**config.mk**
```make
export PLATFORM = sky130hd
export DESIGN_NAME = hgl_row_cell
export DESIGN_NICKNAME = d
export VERILOG_FILES = /design/src/design/hgl_pkg.sv /design/src/design/hgl_row_cell.sv
export SDC_FILE = /design/constraint.sdc
export NUM_CORES = 1
export LEC_CHECK = 0
export BUFFER_PORTS_ARGS = -buffer_cell sky130_fd_sc_hd__buf_4
export CORE_MARGIN = 2
export CORE_UTILIZATION = 58
export CTS_BUF_LIST = sky130_fd_sc_hd__clkbuf_8 sky130_fd_sc_hd__clkbuf_16
export CTS_CLUSTER_DIAMETER = 30
export DETAILED_ROUTE_END_ITERATION = 10
export PLACE_DENSITY_LB_ADDON = 0.05
export SYNTH_ARGS = -nofsm -noshare
export SYNTH_HDL_FRONTEND = slang
export SYNTH_SLANG_ARGS = --single-unit
```
**constraint.sdc**
```tcl
create_clock -name clk -period 4.2 [get_ports clk]
set_clock_uncertainty 0.2 [all_clocks]
set_input_delay 0.21 -clock clk [delete_from_list [all_inputs] [get_ports clk]]
set_output_delay 0.21 -clock clk [all_outputs]
set_load 0.01 [all_outputs]
```
**src/design/hgl_pkg.sv**
```systemverilog
package hgl_pkg;

    // Index width wide enough for any grid row or column count up to 64
    localparam int IDX_W = 7;
    localparam int ROW_W = 5;
    localparam int COL_W = 5;
    localparam int OP_W  = 2;

    typedef enum logic [OP_W-1:0] {
        OP_WRITE = 2'd0,
        OP_READ  = 2'd1,
        OP_STEP  = 2'd2
    } op_t;

    typedef enum logic {
        ST_IDLE  = 1'b0,
        ST_FLUSH = 1'b1
    } state_t;

    typedef struct packed {
        logic             step;
        logic             wr_en;
        logic [COL_W-1:0] column;
        logic             alive;
    } cell_ctrl_t;

endpackage

```
**src/design/hgl_row_cell.sv**
```systemverilog
module hgl_row_cell
    import hgl_pkg::*;
#(
    parameter int WIDTH   = 32,
    parameter bit ODD_ROW = 1'b0
)
(
    input  logic             clk,
    input  logic             rst_n,
    input  cell_ctrl_t       ctrl,
    input  logic [WIDTH-1:0] above,
    input  logic [WIDTH-1:0] below,
    output logic [WIDTH-1:0] row_bits,
    output logic             changed
);

    logic [WIDTH-1:0] row_reg;
    logic [WIDTH-1:0] row_next;
    logic             changed_reg;
    logic             changed_next;
    logic [WIDTH-1:0] gen_bits;
    logic [WIDTH+1:0] own_pad;
    logic [WIDTH+1:0] up_pad;
    logic [WIDTH+1:0] dn_pad;
    logic [2:0]       n_count [WIDTH];

    // Pad with dead cells so off-grid neighbors read as zero
    assign own_pad = {1'b0, row_reg, 1'b0};
    assign up_pad  = {1'b0, above, 1'b0};
    assign dn_pad  = {1'b0, below, 1'b0};

    always_comb
    begin
        int lo;
        lo = 0;
        for (int x = 0; x < WIDTH; x++)
        begin
            // Odd rows sit half a cell right: vertical neighbors are x and x+1
            lo = ODD_ROW ? x + 1 : x;
            n_count[x] = 3'(own_pad[x]) + 3'(own_pad[x+2])
                       + 3'(up_pad[lo]) + 3'(up_pad[lo+1])
                       + 3'(dn_pad[lo]) + 3'(dn_pad[lo+1]);
            if (row_reg[x])
                gen_bits[x] = (n_count[x] == 3'd1) || (n_count[x] == 3'd2);
            else
                gen_bits[x] = (n_count[x] == 3'd2);
        end
    end

    always_comb
    begin
        row_next     = row_reg;
        changed_next = changed_reg;
        if (ctrl.step)
        begin
            row_next     = gen_bits;
            changed_next = |(gen_bits ^ row_reg);
        end
        else if (ctrl.wr_en)
        begin
            for (int x = 0; x < WIDTH; x++)
            begin
                if ({2'b0, ctrl.column} == IDX_W'(x))
                    row_next[x] = ctrl.alive;
            end
        end
    end

    always_ff @(posedge clk or negedge rst_n)
    begin
        if (!rst_n)
        begin
            row_reg     <= '0;
            changed_reg <= 1'b0;
        end
        else
        begin
            row_reg     <= row_next;
            changed_reg <= changed_next;
        end
    end

    assign row_bits = row_reg;
    assign changed  = changed_reg;

endmodule

```
* Yosys cells after proc, flatten, opt, wreduce, memory -nomap -nowiden
Cells that the tools add are included.
** Word-level totals
- Register bits :: 33
- Output and inout port bits :: 33
- Word-level logic and storage cells :: 450
** Operators by class
- Add/subtract/negate cells :: 156
- Eq/ne operators :: 95
- Mux-type cells :: 66
- Bitwise operators :: 1
- Reductions and logical operators :: 99
** Operators with widths (number)
- 3-bit by 1-bit adder with 3-bit output :: 92
- 2-bit by 1-bit adder with 3-bit output :: 32
- 3-bit by 1-bit == test with 1-bit output, second input constant :: 32
- 3-bit by 2-bit == test with 1-bit output, second input constant :: 32
- 5-bit == test, second input constant :: 16
- 2-bit nonzero test :: 33
- 1-bit by 1-bit adder with 2-bit output :: 32
- 1-bit two-way mux :: 64
- 32-bit two-way mux :: 2
- 2-bit AND reduction :: 32
- 5-bit by 4-bit == test with 1-bit output, second input constant :: 8
- 1-bit logical OR :: 32
- 32-bit OR reduction :: 1
- 32-bit bitwise XOR :: 1
- 5-bit by 3-bit == test with 1-bit output, second input constant :: 4
- 5-bit by 2-bit == test with 1-bit output, second input constant :: 2
- 5-bit by 1-bit == test with 1-bit output, second input constant :: 1
- 5-bit zero test :: 1

* Depth between registers and ports, before layout
Gate-level depths: netlist (run 1).
- Word-level depth :: 10
- Mapped depth :: 13

* Least setup slack after synthesis (run 1)
No wires, ideal clock.
- Path kind :: input -> register
- Start point :: input port above[21]
- End point :: register changed_reg, in the netlist changed
- Setup time :: 0.136 ns
- Arrival :: 3.039 ns
- Required time :: 3.864 ns
- Path slack :: 0.825 ns
- Cell stages on the path :: 12
- Cells stage by stage :: inv_1 fa_1 fa_1 inv_1 ha_1 inv_1 fa_1 xnor2_1 a21oi_1 or4b_1 nor4_1 a31oi_1
** On the way
- Cells in the longest elaborated chain, start to end :: 9
- Elaborated cells on any way between the ends :: 17
- Those cells by class :: add/sub (7); eq/ne (4); mux (2); bitwise (1); reduce/logical (3)
** Ends and longest elaborated chain
- start, declared :: line hgl_row_cell.sv:11 : input logic [WIDTH-1:0] above,
- 2-bit by 1-bit adder with 3-bit output :: line hgl_row_cell.sv:41 : + 3'(up_pad[lo]) + 3'(up_pad[lo+1])
- 3-bit by 1-bit adder with 3-bit output :: line hgl_row_cell.sv:41
- 3-bit by 1-bit adder with 3-bit output (2 in series) :: line hgl_row_cell.sv:42 : + 3'(dn_pad[lo]) + 3'(dn_pad[lo+1]);
- 3-bit by 1-bit == test with 1-bit output / 3-bit by 2-bit == test with 1-bit output (equally long branches) :: line hgl_row_cell.sv:44, hgl_row_cell.sv:46
- 1-bit logical OR :: line hgl_row_cell.sv:44 : gen_bits[x] = (n_count[x] == 3'd1) || (n_count[x] == 3'd2);
- 1-bit two-way mux :: line hgl_row_cell.sv:43 : if (row_reg[x])
- 32-bit bitwise XOR (*) :: line hgl_row_cell.sv:57 : changed_next = |(gen_bits ^ row_reg);
- 32-bit OR reduction (*) :: line hgl_row_cell.sv:57
- end signal, assigned :: line hgl_row_cell.sv:79 : changed_reg <= changed_next;
- end, declared :: line hgl_row_cell.sv:19 : logic changed_reg;
Mark *: on every way between the ends. The rest lies on a longest branch, timed or not.
A chain may end at the register's enable or synchronous reset.

* Worst setup path in the final report (run 1)
- Start point :: register row_reg[24], in the netlist row_bits[24]
- End point :: register changed_reg, in the netlist changed
** On the way
- Cells in the longest elaborated chain, start to end :: 10
- Elaborated cells on any way between the ends :: 21
- Those cells by class :: add/sub (10); eq/ne (4); mux (3); bitwise (1); reduce/logical (3)
** Ends and longest elaborated chain
- start, declared :: line hgl_row_cell.sv:17 : logic [WIDTH-1:0] row_reg;
- start signal, assigned :: line hgl_row_cell.sv:78 : row_reg <= row_next;
- 1-bit by 1-bit adder with 2-bit output :: line hgl_row_cell.sv:40 : n_count[x] = 3'(own_pad[x]) + 3'(own_pad[x+2])
- 2-bit by 1-bit adder with 3-bit output :: line hgl_row_cell.sv:41
- 3-bit by 1-bit adder with 3-bit output :: line hgl_row_cell.sv:41
- 3-bit by 1-bit adder with 3-bit output (2 in series) :: line hgl_row_cell.sv:42
- 3-bit by 1-bit == test with 1-bit output / 3-bit by 2-bit == test with 1-bit output (equally long branches) :: line hgl_row_cell.sv:44, hgl_row_cell.sv:46
- 1-bit logical OR :: line hgl_row_cell.sv:44
- 1-bit two-way mux :: line hgl_row_cell.sv:43
- 32-bit bitwise XOR (*) :: line hgl_row_cell.sv:57
- 32-bit OR reduction (*) :: line hgl_row_cell.sv:57
Marks and branches as above.

==> results of run 1 <==
synth_stat cells:
library cell and n:
a2111oi_0 1, a21oi_1 35, a311oi_1 3, a31oi_1 4
and2_1 1, and2b_1 2, and3_1 5, and4bb_1 1
buf_2 2, clkbuf_1 10, dfrtp_1 33, fa_1 93
ha_1 32, inv_1 159, mux2i_1 30, nand2_1 15
nand2b_1 7, nand3_1 59, nand4_1 3, nor2_1 22
nor3_1 7, nor4_1 13, nor4b_1 25, o211ai_1 2
o21ai_0 60, o21bai_1 1, or2_2 1, or4b_1 1
xnor2_1 30
kinds of logic (layout without fill, tap and decap cells):
family                     after synthesis  after routing
AOI/OAI and AO/OA                      106            106
muxes                                   30             30
DFF                                     33             33
buffers and inverters                  171            276
xor gates and xnor gates                30             30
adders and majority gates              125            125
and+or+nand+nor                        162            162
worst max-delay path, cell delays in order (launching register included):
cell and delay [ns]:
dfrtp_1 0.44, inv_1 0.18, fa_1 0.43, inv_1 0.07, ha_1 0.14, inv_1 0.05
fa_1 0.56, nor4b_1 0.13, a31oi_1 0.24, or4b_1 0.45, nor4_1 0.30, a31oi_1 0.12
path summary, 6_finish.rpt:
| kind | startpoint | endpoint | slack [ns] | cells past startpoint |
|---|---|---|---|---|
| worst max-delay path | row_bits[24]$_DFFE_PN0P_ | changed$_DFFE_PN0P_ | 0.75 | 11 |
| worst min-delay path | ctrl[4] | row_bits[3]$_DFFE_PN0P_ | 0.20 | 4 |
| worst max register to register | row_bits[24]$_DFFE_PN0P_ | changed$_DFFE_PN0P_ | 0.75 | 11 |
| worst min register to register | changed$_DFFE_PN0P_ | changed$_DFFE_PN0P_ | 0.38 | 2 |
| max in group asynchronous | rst_n | row_bits[1]$_DFFE_PN0P_ | 3.26 | 2 |
| min in group asynchronous | rst_n | row_bits[25]$_DFFE_PN0P_ | 0.22 | 2 |
stage by stage:
| step | total power, uW | instances |
|---|---|---|
| after floorplan | 3330 | 657 |
| after global placement | 4170 | 886 |
| after detailed placement | 4320 | 886 |
| after CTS | 4570 | 895 |
| after global routing | 5050 | 895 |
| final | 4580 | 895 |
power by group through the flow:
stage	Combinational, uW	Clock, uW	Sequential [uW]
6_report	3760	227	585
5_1_grt	4210	239	604
4_1_cts	3760	225	581
3_5_place_dp	3740	0	585
3_3_place_gp	3580	0	582
2_1_floorplan	2730	0	596
routing by layer:
| layer | part of all wire, % | global-route usage [%] | vias to the layer above | wire length [um] |
|---|---|---|---|---|
| li1 | - | - | 2356 | - |
| met1 | 42 | 37.6 | 2398 | 6120 |
| met2 | 49 | 47.9 | 173 | 7130 |
| met3 | 7.1 | 5.41 | 21 | 1030 |
| met4 | 1.4 | 4.34 | 0 | 200 |
| met5 | 0 | 0 | - | 0 |
layout make-up:
cell class	instances	area, um2	area share (%)
Clock inverter	3	11.3	0.166
Multi-Input combinational cell	453	4300	63.3
Timing Repair Buffer	109	821	12.1
Clock buffer	5	68.8	1.01
Sequential cell	33	826	12.2
Inverter	159	597	8.79
Tap cell	133	166	2.45
timing repair:
action	CTS	global route
endpoints found under the setup margin	0	0
hold buffers	1	0
hold endpoints to repair	33	0
==> results.md, run 1 <==
- Run status: finished, final reports clean
- Worst min path class: primary input to register
- Clock power share: 5.0%
- Post-synth top area cell: fa_1
- Critical Path AT: 3.40 ns
- H-Tree Level Count: 2
- Port Buffers: 106
- RePlAce Congestion: 0.901
- Slew headroom: 44.0%
- Pleak: 0.00313 uW
- Die height: 104 um
- Die ar.: 10800 um2
- Finish-stage setup viols: 0
- Min Tclk post-route: 3.45 ns
- Sequential area share after synthesis: 14.3%
- Gr usage total: 27.8%
- Clock latency on the worst-skew pair: 0.28 ns
- Per-cell routed wire length: 16.2 um
- Unrepaired setup endpoints after global routing: false
- Post-CTS Resized: 0
- Post-synthesis instance area: 5770 um2
- Clock sinks: 33
- Setup TNS: 0 ns
- XOR/XNOR Fraction of Synth Area: 4.56%
- Cells after Synth: 657
- Critical Path RT: 4.15 ns
- Setup CP Type: register to register
- Synth Area per Inst: 8.78 um2
- Layout fillers: 817
- Post-CTS Setup Repair Bufs: 0
- Max Slew Vio Count: 0
- Internal Power: 2240 uW
- P_sw: 2340 uW
- Core Box Area: 9730 um2
- Final Hold Viols: 0
- Vias in the first global route: 5029
- Starting Density: 59.3%
- Critical Path Start Type: register
- DRT antenna net count: 0
- Pre-CTS worst setup slack: 0.489 ns
- Multiplexer share of the synthesized area: 5.21%
- Clock Tree Root: clkbuf_8
- Initial antenna violation count: 0
- Clock Pin Slew Worst Setup and Hold Paths: 0.07 ns
- CTS Buf Count: 5
- Most common cell after layout, fill and taps aside: inv_1
- Most frequent cells in the layout: inv_1, buf_4, fa_1
- Final core area utilization: 69.8%
- First-pass iteration count of the detailed router: 5
- Synth Warn #: 0
- Congestion Overflow GR: 0
- Area grow syn2layout: 17.7%
- DRC: 0
- Ports: 107
- Seq pwr share: 12.8%
- Dominant cells by area after synthesis: fa_1, dfrtp_1, inv_1
- Synthesis-stage register bit count: 33
- PwrDens: 674 nW/um2
- Nets@finish: 960
- Net Sw Frac: 51.1%
- Row count: 36
- Post-Synth Simple-Gate Area: 15.8%
- Area share of the largest cell type after synthesis: 32.3%
- Final Cycle Share: 82.0%
- Post-Syn Nets: 856
- Dpl cell area: 6700 um2
- Netlist cell types: 29
- Die X: 104 um
- DR vias: 4948
- Crit end category: register
- Critical path fanouts, max: 5
- Compound-gate portion of the synthesized area: 9.68%
- Combinational power share: 82.2%
- Peak VDD IR: 340 uV
- Post-route cell area: 6790 um2
- Adder-Cell Fraction of Synth Area: 39.2%
- Slew @ Worst Pin: 0.834 ns
- Diodes inserted: 0
- CTS max path bufs: 2
- Fmax: 290 MHz
- HPWL Detailed: 12300 um
- DRT iter0 DRCs: 314
- Post-route setup slack: 0.755 ns
- Min Hold Slack: 0.198 ns
- First-pass GRT wire length: 24200 um
- Largest net degree at the start of global routing: 67
- Largest family of logic cells by synthesized area: adder cells
- Drt total wl: 14500 um
- Max-cap violations: 0
- Via density: 5.53
- Max FFs per register: 32
- Layout cells sized above 1: 15.0%
- CTS tree: built
Power figures use the tool's default switching activity.
==> run 2: changes to the inputs <==
==> constraint.sdc (replaced) <==
create_clock -name clk -period 3.3 [get_ports clk]
set_clock_uncertainty 0.2 [all_clocks]
set_input_delay 0.165 -clock clk [delete_from_list [all_inputs] [get_ports clk]]
set_output_delay 0.165 -clock clk [all_outputs]
set_load 0.01 [all_outputs]
==> run 2 against run 1 <==
The flow now finishes with violations (setup timing); hold slack worse by 0.062 ns; global-route usage up 4.4 points; sequential share of layout area down 1.7 points; first-iteration DRC count up 31%; critical path type is now primary input to register; critical endpoint unchanged; largest power group unchanged.
==> results.md, run 2 (synthesis gave the netlist of run 1 again) <==
- DRT antenna net count: 0
- First-pass GRT wire length: 27900 um
- Clock Tree Root: clkbuf_8
- Layout cells sized above 1: 30.3%
- Post-CTS Setup Repair Bufs: 0
- Vias in the first global route: 5807
- Setup CP Type: primary input to register
- Most common cell after layout, fill and taps aside: buf_4
- Pre-CTS worst setup slack: -0.334 ns
- Setup TNS: -0.0408 ns
- Per-cell routed wire length: 16.4 um
- DRT iter0 DRCs: 411
- First-pass iteration count of the detailed router: 5
- Grt met1 use: 42.8%
- Most frequent cells in the layout: buf_4, inv_1, fa_1
- Core Box Area: 9730 um2
- Combinational power share: 85.8%
- Drt total wl: 16700 um
- Pleak: 0.00377 uW
- Fmax: 299 MHz
- Unrepaired setup endpoints after global routing: true
- CTS tree: built
- Worst setup endpoint: changed$_DFFE_PN0P_
- DR vias: 5580
- Grt peak-use layer: met2
- Post-route setup slack: -0.0408 ns
- Register area: 826 um2
- CTS Buf Count: 5
- Die height: 104 um
- Slew headroom: 55.9%
- Die ar.: 10800 um2
- Area of the multi-input gates: 4430 um2
- Min Tclk post-route: 3.34 ns
- Peak VDD IR: 502 uV
- Nets@finish: 1082
- P_sw: 3460 uW
- Port Buffers: 106
- Initial antenna violation count: 0
- Row count: 36
- Congestion Overflow GR: 0
- Clock sinks: 33
- Seq pwr share: 8.6%
- DRC: 0
- Ports: 107
- Worst reg-to-reg path cell count: 11
- Critical Path AT: 3.30 ns
- Clock latency on the worst-skew pair: 0.29 ns
- Via density: 5.49
- Critical R2R Capture: changed$_DFFE_PN0P_
- Final core area utilization: 81.0%
- Clock power share: 5.6%
- Area grow syn2layout: 36.7%
- Max FFs per register: 32
- RePlAce Congestion: 0.904
- RR Startpoint: row_bits[21]$_DFFE_PN0P_
- Crit end category: register
- Final Hold Viols: 0
- H-Tree Level Count: 2
- HPWL Detailed: 14000 um
- Clock Pin Slew Worst Setup and Hold Paths: 0.08 ns
- Net Sw Frac: 47.4%
- Critical Path Start Type: primary input
- CP Launch Point: above[22]
- Starting Density: 59.3%
- Max-cap violations: 0
- Critical path fanouts, max: 2
- Met2 global-route usage: 54.4%
- Diodes inserted: 0
- Failing checks: setup timing
- Die X: 104 um
- PwrDens: 926 nW/um2
- Slew @ Worst Pin: 0.652 ns
- Finish-stage setup viols: 1
- Worst min path class: primary input to register
- Internal Power: 3840 uW
- Gr usage total: 32.2%
- R2R setup slack: -0.02 ns
- GR met3 Demand/Resource: 5.66%
- Largest net degree at the start of global routing: 67
- Power Total: 7300 uW
- Run status: complete, but fails checks
- Critical Path RT: 3.26 ns
- Final Cycle Share: 101%
- CTS max path bufs: 2
- Hold path depth: 4
- Layout fillers: 669
- Max Slew Vio Count: 0
==> run 2: changes by cell type in the layout (fill, tap and decap cells not counted), moves of 3 or more <==
cell / delta
buf_4: +121
fa_1: -4
fa_2: +4
inv_1: -10
inv_2: +6
nor4_1: -5
nor4_2: +3
nor4b_1: -4
nor4b_2: +4
xnor2_1: -4
xnor2_2: +4
==> run 2: final cells by class <==
cell class              count  area share (%)
clock buffers               6            1.05
clock inverters             2           0.428
flip-flops and latches     33            10.5
well taps                 133            2.11
repair buffers            231            22.1
inverters                 159            7.63
multi-input cells         453            56.2
==> run 2: metal layers <==
metal | vias to the layer above | wire, um
met5 | - | 0
met3 | 38 | 1190
met2 | 237 | 8290
li1 | 2601 | -
met4 | 0 | 392
met1 | 2704 | 6830
==> run 2: power by group through the flow <==
| stage | clock (uW) | sequential (uW) | combinational, uW |
|---|---|---|---|
| 2_1_floorplan | 0 | 758 | 3480 |
| 4_1_cts | 409 | 622 | 5900 |
| 5_1_grt | 425 | 642 | 6880 |
| 3_5_place_dp | 0 | 627 | 5830 |
| 6_report | 412 | 627 | 6260 |
| 3_3_place_gp | 0 | 620 | 5490 |
==> run 2: what timing repair did <==
item | 4_1_cts | 5_1_grt
hold endpoints to repair | 33 | 0
cloned | 0 | 0
resized for setup | 5 | 32
hold buffers | 1 | 0
pin swaps | 3 | 14
setup endpoints to repair | 1 | 1
==> run 2: metrics by stage <==
stage	cell area, um2	hold WS [ns]	std cells
5_1_grt	7890	0.163	1017
3_5_place_dp	7610	-0.0487	1008
2_1_floorplan	5770	-0.331	657
6_report	7890	0.135	1017
4_1_cts	7750	0.116	1017
3_3_place_gp	7610	-0.0468	1008
==> run 2: worst min path at each step <==
stage                  from                  endpoint  slack (ns)
global placement      rst_n  row_bits[23]$_DFFE_PN0P_       -0.05
floorplan             rst_n       changed$_DFFE_PN0P_       -0.33
finish              ctrl[4]   row_bits[3]$_DFFE_PN0P_        0.14
detailed placement    rst_n  row_bits[23]$_DFFE_PN0P_       -0.05
global route        ctrl[4]   row_bits[3]$_DFFE_PN0P_        0.16
CTS                 ctrl[4]   row_bits[3]$_DFFE_PN0P_        0.12
==> run 2: critical path, cell delays in order <==
cell	delay [ns]
buf_4	0.12
inv_4	0.06
fa_1	0.44
fa_1	0.53
inv_1	0.05
ha_2	0.17
inv_2	0.05
fa_2	0.46
xnor2_2	0.19
a21oi_2	0.11
or4b_4	0.55
nor4_4	0.30
a31oi_1	0.12
